### config.mk
export PLATFORM = sky130hd
export DESIGN_NAME = receive_sequence_ack_window
export DESIGN_NICKNAME = d
export VERILOG_FILES = /design/src/hw/rtl/rsaw_pkg.sv /design/src/hw/rtl/rsaw_alu.sv /design/src/hw/rtl/rsaw_ctrl.sv /design/src/hw/rtl/receive_sequence_ack_window.sv
export SDC_FILE = /design/constraint.sdc
export NUM_CORES = 1
export LEC_CHECK = 0
export BUFFER_PORTS_ARGS = -buffer_cell sky130_fd_sc_hd__buf_2
export CAP_MARGIN = 20
export CORE_MARGIN = 4
export CORE_UTILIZATION = 43
export DETAILED_ROUTE_END_ITERATION = 6
export SLEW_MARGIN = 20
export SYNTH_ARGS = -nofsm -noshare
export SYNTH_HDL_FRONTEND = slang
export SYNTH_SLANG_ARGS = --single-unit
### constraint.sdc
create_clock -name clk -period 5.6 [get_ports clk]
set_clock_uncertainty 0.15 [all_clocks]
set_input_delay 0.28 -clock clk [delete_from_list [all_inputs] [get_ports clk]]
set_output_delay 0.28 -clock clk [all_outputs]
set_load 0.1 [all_outputs]
### src/hw/rtl/rsaw_pkg.sv
`timescale 1ns / 1ps

package rsaw_pkg;

    // Receive window depth (pending map bits beyond the last delivered sequence)
    localparam int HOLD_WINDOW = 32;
    localparam int IDX_W       = $clog2(HOLD_WINDOW);
    localparam int SEQ_W       = 16;
    localparam int ACK_W       = 32;

    localparam logic signed [SEQ_W-1:0] HOLD_WINDOW_S = SEQ_W'(HOLD_WINDOW);
    localparam logic signed [SEQ_W-1:0] TOO_OLD_S     = -SEQ_W'(32);

    // Status codes
    localparam logic [2:0] STAT_NEWER     = 3'd0;
    localparam logic [2:0] STAT_OLDER     = 3'd1;
    localparam logic [2:0] STAT_DUPLICATE = 3'd2;
    localparam logic [2:0] STAT_TOO_OLD   = 3'd3;
    localparam logic [2:0] STAT_BEYOND    = 3'd4;

    // Result kinds
    localparam logic KIND_STATUS  = 1'b0;
    localparam logic KIND_DELIVER = 1'b1;

    // Shared arithmetic unit operations
    typedef enum logic {
        ALU_SUB,
        ALU_INC
    } alu_op_t;

    typedef struct packed {
        logic             kind;
        logic [2:0]       status;
        logic [SEQ_W-1:0] ack_seq;
        logic [ACK_W-1:0] ack_field;
        logic [SEQ_W-1:0] deliver_seq;
        logic             last;
    } res_t;

endpackage

### src/hw/rtl/rsaw_alu.sv
`timescale 1ns / 1ps

// Shared 16-bit unit: wrap-around difference or increment.
module rsaw_alu (
    input  rsaw_pkg::alu_op_t                op,
    input  logic [rsaw_pkg::SEQ_W-1:0]       a,
    input  logic [rsaw_pkg::SEQ_W-1:0]       b,
    output logic [rsaw_pkg::SEQ_W-1:0]       y
);
    import rsaw_pkg::*;

    always_comb
    begin
        unique case (op)
            ALU_SUB: y = a - b;
            ALU_INC: y = a + SEQ_W'(1);
            default: y = a - b;
        endcase
    end

endmodule

### src/hw/rtl/rsaw_ctrl.sv
`timescale 1ns / 1ps

// Sequencer: classifies one sequence, updates window state, then releases
// in-order sequences one per cycle while the output accepts them, through the shared unit.
module rsaw_ctrl (
    input  logic                          clk,
    input  logic                          rst_n,
    input  logic                          in_valid,
    output logic                          in_ready,
    input  logic [rsaw_pkg::SEQ_W-1:0]    in_seq,
    output logic                          res_valid,
    input  logic                          res_ready,
    output rsaw_pkg::res_t                res
);
    import rsaw_pkg::*;

    typedef enum logic [2:0] {
        ST_IDLE,
        ST_DIFF_D,
        ST_DIFF_R,
        ST_UPDATE,
        ST_STATUS,
        ST_RELEASE
    } state_t;

    state_t                 state_reg;
    logic [SEQ_W-1:0]       seq_reg;
    logic [SEQ_W-1:0]       dd_reg;
    logic [SEQ_W-1:0]       dr_reg;
    logic [SEQ_W-1:0]       remote_reg;
    logic [ACK_W-1:0]       field_reg;
    logic [SEQ_W-1:0]       deliv_reg;
    logic [HOLD_WINDOW-1:0] pend_reg;
    logic [2:0]             status_reg;
    logic                   last_reg;

    alu_op_t          alu_op;
    logic [SEQ_W-1:0] alu_a;
    logic [SEQ_W-1:0] alu_b;
    logic [SEQ_W-1:0] alu_y;

    rsaw_alu u_alu (
        .op (alu_op),
        .a  (alu_a),
        .b  (alu_b),
        .y  (alu_y)
    );

    always_comb
    begin
        alu_op = ALU_SUB;
        alu_a  = seq_reg;
        alu_b  = deliv_reg;
        unique case (state_reg)
            ST_DIFF_R:
            begin
                alu_b = remote_reg;
            end
            ST_RELEASE:
            begin
                alu_op = ALU_INC;
                alu_a  = deliv_reg;
            end
            default:
            begin
                alu_b = deliv_reg;
            end
        endcase
    end

    // Classification and update
    logic [IDX_W-1:0]       pidx;
    logic                   in_win;
    logic                   held;
    logic                   accepted;
    logic [2:0]             status_next;
    logic [HOLD_WINDOW-1:0] pend_next;
    logic [SEQ_W-1:0]       remote_next;
    logic [ACK_W-1:0]       field_next;
    logic [ACK_W:0]         shifted;
    logic [SEQ_W-1:0]       dr_m1;
    logic [SEQ_W-1:0]       dr_inv;

    always_comb
    begin
        pidx        = dd_reg[IDX_W-1:0] - IDX_W'(1);
        in_win      = ($signed(dd_reg) > $signed(SEQ_W'(0))) &&
                      ($signed(dd_reg) <= HOLD_WINDOW_S);
        held        = in_win && pend_reg[pidx];
        accepted    = 1'b0;
        pend_next   = pend_reg;
        remote_next = remote_reg;
        field_next  = field_reg;
        dr_m1       = dr_reg - SEQ_W'(1);
        dr_inv      = ~dr_reg;
        // {field,1} << (d-1) yields field<<d with bit d-1 set
        shifted     = {field_reg, 1'b1} << dr_m1[IDX_W-1:0];
        priority if (held || !($signed(dd_reg) > $signed(SEQ_W'(0))))
        begin
            status_next = STAT_DUPLICATE;
        end
        else if ($signed(dr_reg) < TOO_OLD_S)
        begin
            status_next = STAT_TOO_OLD;
        end
        else if ($signed(dd_reg) > HOLD_WINDOW_S)
        begin
            status_next = STAT_BEYOND;
        end
        else
        begin
            accepted  = 1'b1;
            pend_next = pend_reg | ({{(HOLD_WINDOW-1){1'b0}}, 1'b1} << pidx);
            if ($signed(dr_reg) > $signed(SEQ_W'(0)))
            begin
                status_next = STAT_NEWER;
                remote_next = seq_reg;
                if ($signed(dr_reg) <= $signed(SEQ_W'(ACK_W)))
                begin
                    field_next = shifted[ACK_W-1:0];
                end
                else
                begin
                    field_next = '0;
                end
            end
            else
            begin
                status_next = STAT_OLDER;
                // -d-1 == ~d; d >= -32 here, so the index stays in range
                if (dr_reg != '0)
                begin
                    field_next = field_reg |
                                 ({{(ACK_W-1){1'b0}}, 1'b1} << dr_inv[$clog2(ACK_W)-1:0]);
                end
            end
        end
    end

    always_ff @(posedge clk or negedge rst_n)
    begin
        if (!rst_n)
        begin
            state_reg  <= ST_IDLE;
            remote_reg <= '0;
            field_reg  <= '0;
            deliv_reg  <= '0;
            pend_reg   <= '0;
            status_reg <= STAT_NEWER;
            last_reg   <= 1'b0;
            seq_reg    <= '0;
            dd_reg     <= '0;
            dr_reg     <= '0;
        end
        else
        begin
            unique case (state_reg)
                ST_IDLE:
                begin
                    if (in_valid)
                    begin
                        seq_reg   <= in_seq;
                        state_reg <= ST_DIFF_D;
                    end
                end
                ST_DIFF_D:
                begin
                    dd_reg    <= alu_y;
                    state_reg <= ST_DIFF_R;
                end
                ST_DIFF_R:
                begin
                    dr_reg    <= alu_y;
                    state_reg <= ST_UPDATE;
                end
                ST_UPDATE:
                begin
                    status_reg <= status_next;
                    pend_reg   <= pend_next;
                    remote_reg <= remote_next;
                    field_reg  <= field_next;
                    last_reg   <= !(accepted && pend_next[0]);
                    state_reg  <= ST_STATUS;
                end
                ST_STATUS:
                begin
                    if (res_ready)
                    begin
                        state_reg <= last_reg ? ST_IDLE : ST_RELEASE;
                    end
                end
                ST_RELEASE:
                begin
                    if (res_ready)
                    begin
                        deliv_reg <= alu_y;
                        pend_reg  <= pend_reg >> 1;
                        if (!pend_reg[1])
                        begin
                            state_reg <= ST_IDLE;
                        end
                    end
                end
                default:
                begin
                    state_reg <= ST_IDLE;
                end
            endcase
        end
    end

    assign in_ready  = (state_reg == ST_IDLE);
    assign res_valid = (state_reg == ST_STATUS) || (state_reg == ST_RELEASE);

    always_comb
    begin
        res.ack_seq   = remote_reg;
        res.ack_field = field_reg;
        if (state_reg == ST_RELEASE)
        begin
            res.kind        = KIND_DELIVER;
            res.status      = STAT_NEWER;
            res.deliver_seq = alu_y;
            res.last        = !pend_reg[1];
        end
        else
        begin
            res.kind        = KIND_STATUS;
            res.status      = status_reg;
            res.deliver_seq = '0;
            res.last        = last_reg;
        end
    end

endmodule

### src/hw/rtl/receive_sequence_ack_window.sv
`timescale 1ns / 1ps

// The status result passes sequencer states DIFF_D, DIFF_R, UPDATE and STATUS before
// the output register; in-order delivery results follow it unless downstream stalls.
// A new input is taken only when the sequencer is idle, after it has released all
// in-order sequences (0..32), stepping the single shared 16-bit subtract/increment unit.
// Reset (rst_n low, asynchronous): window empty, newest and delivered sequence 0.
module receive_sequence_ack_window (
    input  logic        clk,
    input  logic        rst_n,
    // Received sequence numbers
    input  logic        s_axis_tvalid,
    output logic        s_axis_tready,
    input  logic [15:0] s_axis_tdata,   // [15:0] seq_in
    // Status and delivery results
    output logic        m_axis_tvalid,
    input  logic        m_axis_tready,
    output logic [71:0] m_axis_tdata,   // [2:0] status, [18:3] ack_seq,
                                        // [50:19] ack_field, [66:51] deliver_seq
    output logic [0:0]  m_axis_tuser,   // [0] kind (0 status, 1 delivery)
    output logic        m_axis_tlast    // final result of an input transaction
);
    import rsaw_pkg::*;

    logic res_valid;
    logic res_ready;
    res_t res;

    rsaw_ctrl u_ctrl (
        .clk       (clk),
        .rst_n     (rst_n),
        .in_valid  (s_axis_tvalid),
        .in_ready  (s_axis_tready),
        .in_seq    (s_axis_tdata),
        .res_valid (res_valid),
        .res_ready (res_ready),
        .res       (res)
    );

    // Output register: decouples the sequencer from downstream stalls
    logic out_valid_reg;
    res_t out_reg;

    assign res_ready = !out_valid_reg || m_axis_tready;

    always_ff @(posedge clk or negedge rst_n)
    begin
        if (!rst_n)
        begin
            out_valid_reg <= 1'b0;
        end
        else if (res_ready)
        begin
            out_valid_reg <= res_valid;
        end
    end

    always_ff @(posedge clk)
    begin
        if (res_ready && res_valid)
        begin
            out_reg <= res;
        end
    end

    assign m_axis_tvalid = out_valid_reg;
    assign m_axis_tdata  = {5'b0, out_reg.deliver_seq, out_reg.ack_field,
                            out_reg.ack_seq, out_reg.status};
    assign m_axis_tuser  = out_reg.kind;
    assign m_axis_tlast  = out_reg.last;

endmodule
==> run_results.csv <==
group,metric,value,unit
route,wl_per_cell,19.8,µm
synthesis,synth_compound_area_share,17.1,%
setup_path,cp-end-kind,"flop",
final_layout,final_common_cell,"nand2_1",
cts,cts_buffers,25,
synthesis,synth_cells,1264,
timing,rsz0062_at_grt,"no",
route,drc,0,
synthesis,synthSimpleGateAreaFrac,13.8,%
final_layout,antenna_cells,0,
setup_path,r2r_cells,13,
grt,grt-ovfl-total,0,
final_layout,syn2layout_area_growth,14.4,%
setup_path,cp.arrival,4.78,ns
timing,drv_slew,0,
final_layout,filler_cell_count,2727,
timing,min_period_over_period,83.6,%
floorplanning,core,29000,µm²
placed_design,portBuffers,90,
final_layout,nNetsFinal,1386,
route,antenna_left,0,
setup_path,cp_max_fo,18,
timing,fin_crit,4.68,ns
cts,clk_latency,0.53,ns
setup_path,r2r_slack,0.92,ns
setup_path,startpoint_type,"flop",
final_layout,final_util,50.5,%
placed_design,dp_hpwl,23400,µm
floorplanning,die_w,180,µm
grt,grt_first_pass_wirelength,56100,µm
route,viasPerCell,5.84,
timing,setup_viol,0,
setup_path,path_class,"flop to flop",
setup_path,worstSetupStartpoint,"u_ctrl.state_reg[0]",
grt,antenna_found_initial,0,
route,vias,10200,
floorplanning,die-area,32600,µm²
floorplanning,io_pins,96,
synthesis,synth_top_family_by_area,"compound AO/OA/AOI/OAI gates",
timing,worstMarginPinSlew,1.06,ns
final_layout,layout_common_cells,"nand2_1, dfrtp_1, a21oi_1",
run,max_cap_viol_count,0,
placed_design,postPlaceCellArea,13600,µm²
placed_design,gp_congestion,0.901,
cts,cts_buffer_depth,3,
grt,grt_pass1_vias,9848,
final_layout,drive_above_1_share,19.2,%
synthesis,syn_area,12800,µm²
synthesis,muxShareOfSynthArea,14.4,%
synthesis,ys_seq_area_share,45.9,%
timing,relSlewSlack,29.0,%
timing,hold_viol_final,0,
synthesis,yosys_most_used_dff,"dfrtp_1",
final_layout,largest_register_ffs,67,
setup_path,r2r_end,"m_axis_tdata[66]",
cts,clkSinkCount,221,
synthesis,ys_ff_latch,221,
cts,cts_tree,"done",
floorplanning,rows,62,
timing,tns,0,ns
setup_path,crit_required,5.70,ns
final_layout,finish.instance_area,14600,µm²
status,status,"completed",
cts,clockRootBuffer,"clkbuf_16",
route,drtPass1Iterations,5,
timing,fin_hold_ws,0.173,ns
floorplanning,die_h,180,µm
synthesis,synth_edf_count,69,
synthesis,synth-xor-area-share,2.53,%
synthesis,syn_avg_cell_area,10.1,µm²
synthesis,yosys_warnings,0,
grt,grt_max_degree,72,
cts,post_cts_resized,0,
synthesis,ys_types,61,
grt,grt_usage,20.8,%
synthesis,synthAdderAreaFrac,2.70,%
synthesis,synth-async-reset-ratio,68.8,%
cts,clkTransAtPathRegs,0.06,ns
cts,cts.htree.levels,1,
route,drt-total-wl,34600,µm
floorplanning,start_util,44.1,%
setup_path,reg2reg_from,"u_ctrl.state_reg[0]",
timing,max_freq,214,MHz
min_path,hold_path_class,"primary input to async pin",
route,drtIter0Drc,730,
## per-layer routing
| layer | vias to the layer above | track usage [%] | part of all wire (%) | wire, µm |
|---|---|---|---|---|
| li1 | 4795 | - | - | - |
| met1 | 5038 | 29.7 | 45 | 15700 |
| met2 | 287 | 33.7 | 47 | 16400 |
| met3 | 51 | 2.83 | 4.9 | 1700 |
| met4 | 0 | 5.08 | 2.2 | 774 |
| met5 | - | 0 | 0 | 0 |
## cell families after synthesis
logic type / after synthesis
buffers and inverters: 107
other: 1
AOI/OAI and AO/OA: 353
adders and majority gates: 27
and+or+nand+nor: 399
xor gates and xnor gates: 37
DFF: 221
muxes: 119
## synthesized netlist by cell type (7+ instances only)
| cell type | n | area share (%) |
|---|---|---|
| nand2_1 | 174 | 5.1 |
| dfrtp_1 | 152 | 30 |
| a21oi_1 | 121 | 4.7 |
| nor2_1 | 114 | 3.3 |
| o21ai_0 | 85 | 3.3 |
| edfxtp_1 | 69 | 16 |
| clkbuf_1 | 63 | 1.8 |
| mux4_2 | 45 | 7.9 |
| mux2_2 | 42 | 3.7 |
| o21bai_1 | 31 | 1.8 |
| o41ai_1 | 30 | 2.1 |
| ha_1 | 26 | 2.5 |
| mux2i_1 | 24 | 1.9 |
| nor3_1 | 21 | 0.82 |
| xor2_1 | 19 | 1.3 |
| inv_1 | 18 | 0.53 |
| xnor2_1 | 18 | 1.2 |
| nand3_1 | 14 | 0.55 |
| buf_2 | 13 | 0.51 |
| nor2b_1 | 13 | 0.64 |
| o21a_1 | 13 | 0.76 |
| a31oi_1 | 12 | 0.59 |
| or3_1 | 12 | 0.59 |
| nand2b_1 | 10 | 0.49 |
| nor4_1 | 9 | 0.44 |
| o31ai_1 | 8 | 0.47 |
| a2bb2oi_1 | 7 | 0.48 |
| mux2_4 | 7 | 0.82 |
| o211ai_1 | 7 | 0.41 |
## what timing repair did
item                                   CTS  global route
setup endpoints to repair                0             0
hold buffers                            19             0
endpoints found under the hold margin   74             0
buffers inserted                         0             0
## how the worst max path moves through the flow
stage | to | slack, ns | depth (start not counted)
after floorplan | m_axis_tdata[0] | 1.01 | 2
after global placement | m_axis_tdata[66] | 1.07 | 12
after detailed placement | m_axis_tdata[66] | 1.00 | 13
after CTS | m_axis_tdata[66] | 0.99 | 13
after global routing | m_axis_tdata[66] | 0.64 | 13
final | m_axis_tdata[66] | 0.92 | 13
## per-stage QoR
| stage | setup WS [ns] | instances |
|---|---|---|
| detailed placement | 1.00 | 1677 |
| global route | 0.640 | 1741 |
| floorplan | 1.01 | 1268 |
| finish | 0.921 | 1741 |
| global placement | 1.07 | 1677 |
| CTS | 0.991 | 1741 |
## final cells by class
type | count | area (µm²) | share of cell area, %
sequential | 221 | 5880 | 40.1
inverter | 18 | 67.6 | 0.462
clock buffer | 32 | 673 | 4.60
clock inverter | 13 | 168 | 1.15
multi-input combinational | 940 | 6530 | 44.6
tap | 384 | 480 | 3.28
timing repair buffer | 133 | 840 | 5.74
## worst max-delay path: stages, from the launching register on
cell	delay, ns
dfrtp_1	0.55
or3b_2	0.76
mux2i_1	0.29
ha_1	0.27
o211ai_1	0.24
a21o_1	0.28
o311a_1	0.34
nor4_1	0.29
ha_1	0.32
a21oi_1	0.20
a31oi_1	0.10
a31oi_1	0.38
xor2_1	0.19
nor2_1	0.05
Power is not shown: default switching activity piles up to over one toggle a cycle in this logic, so the estimate is an artifact.
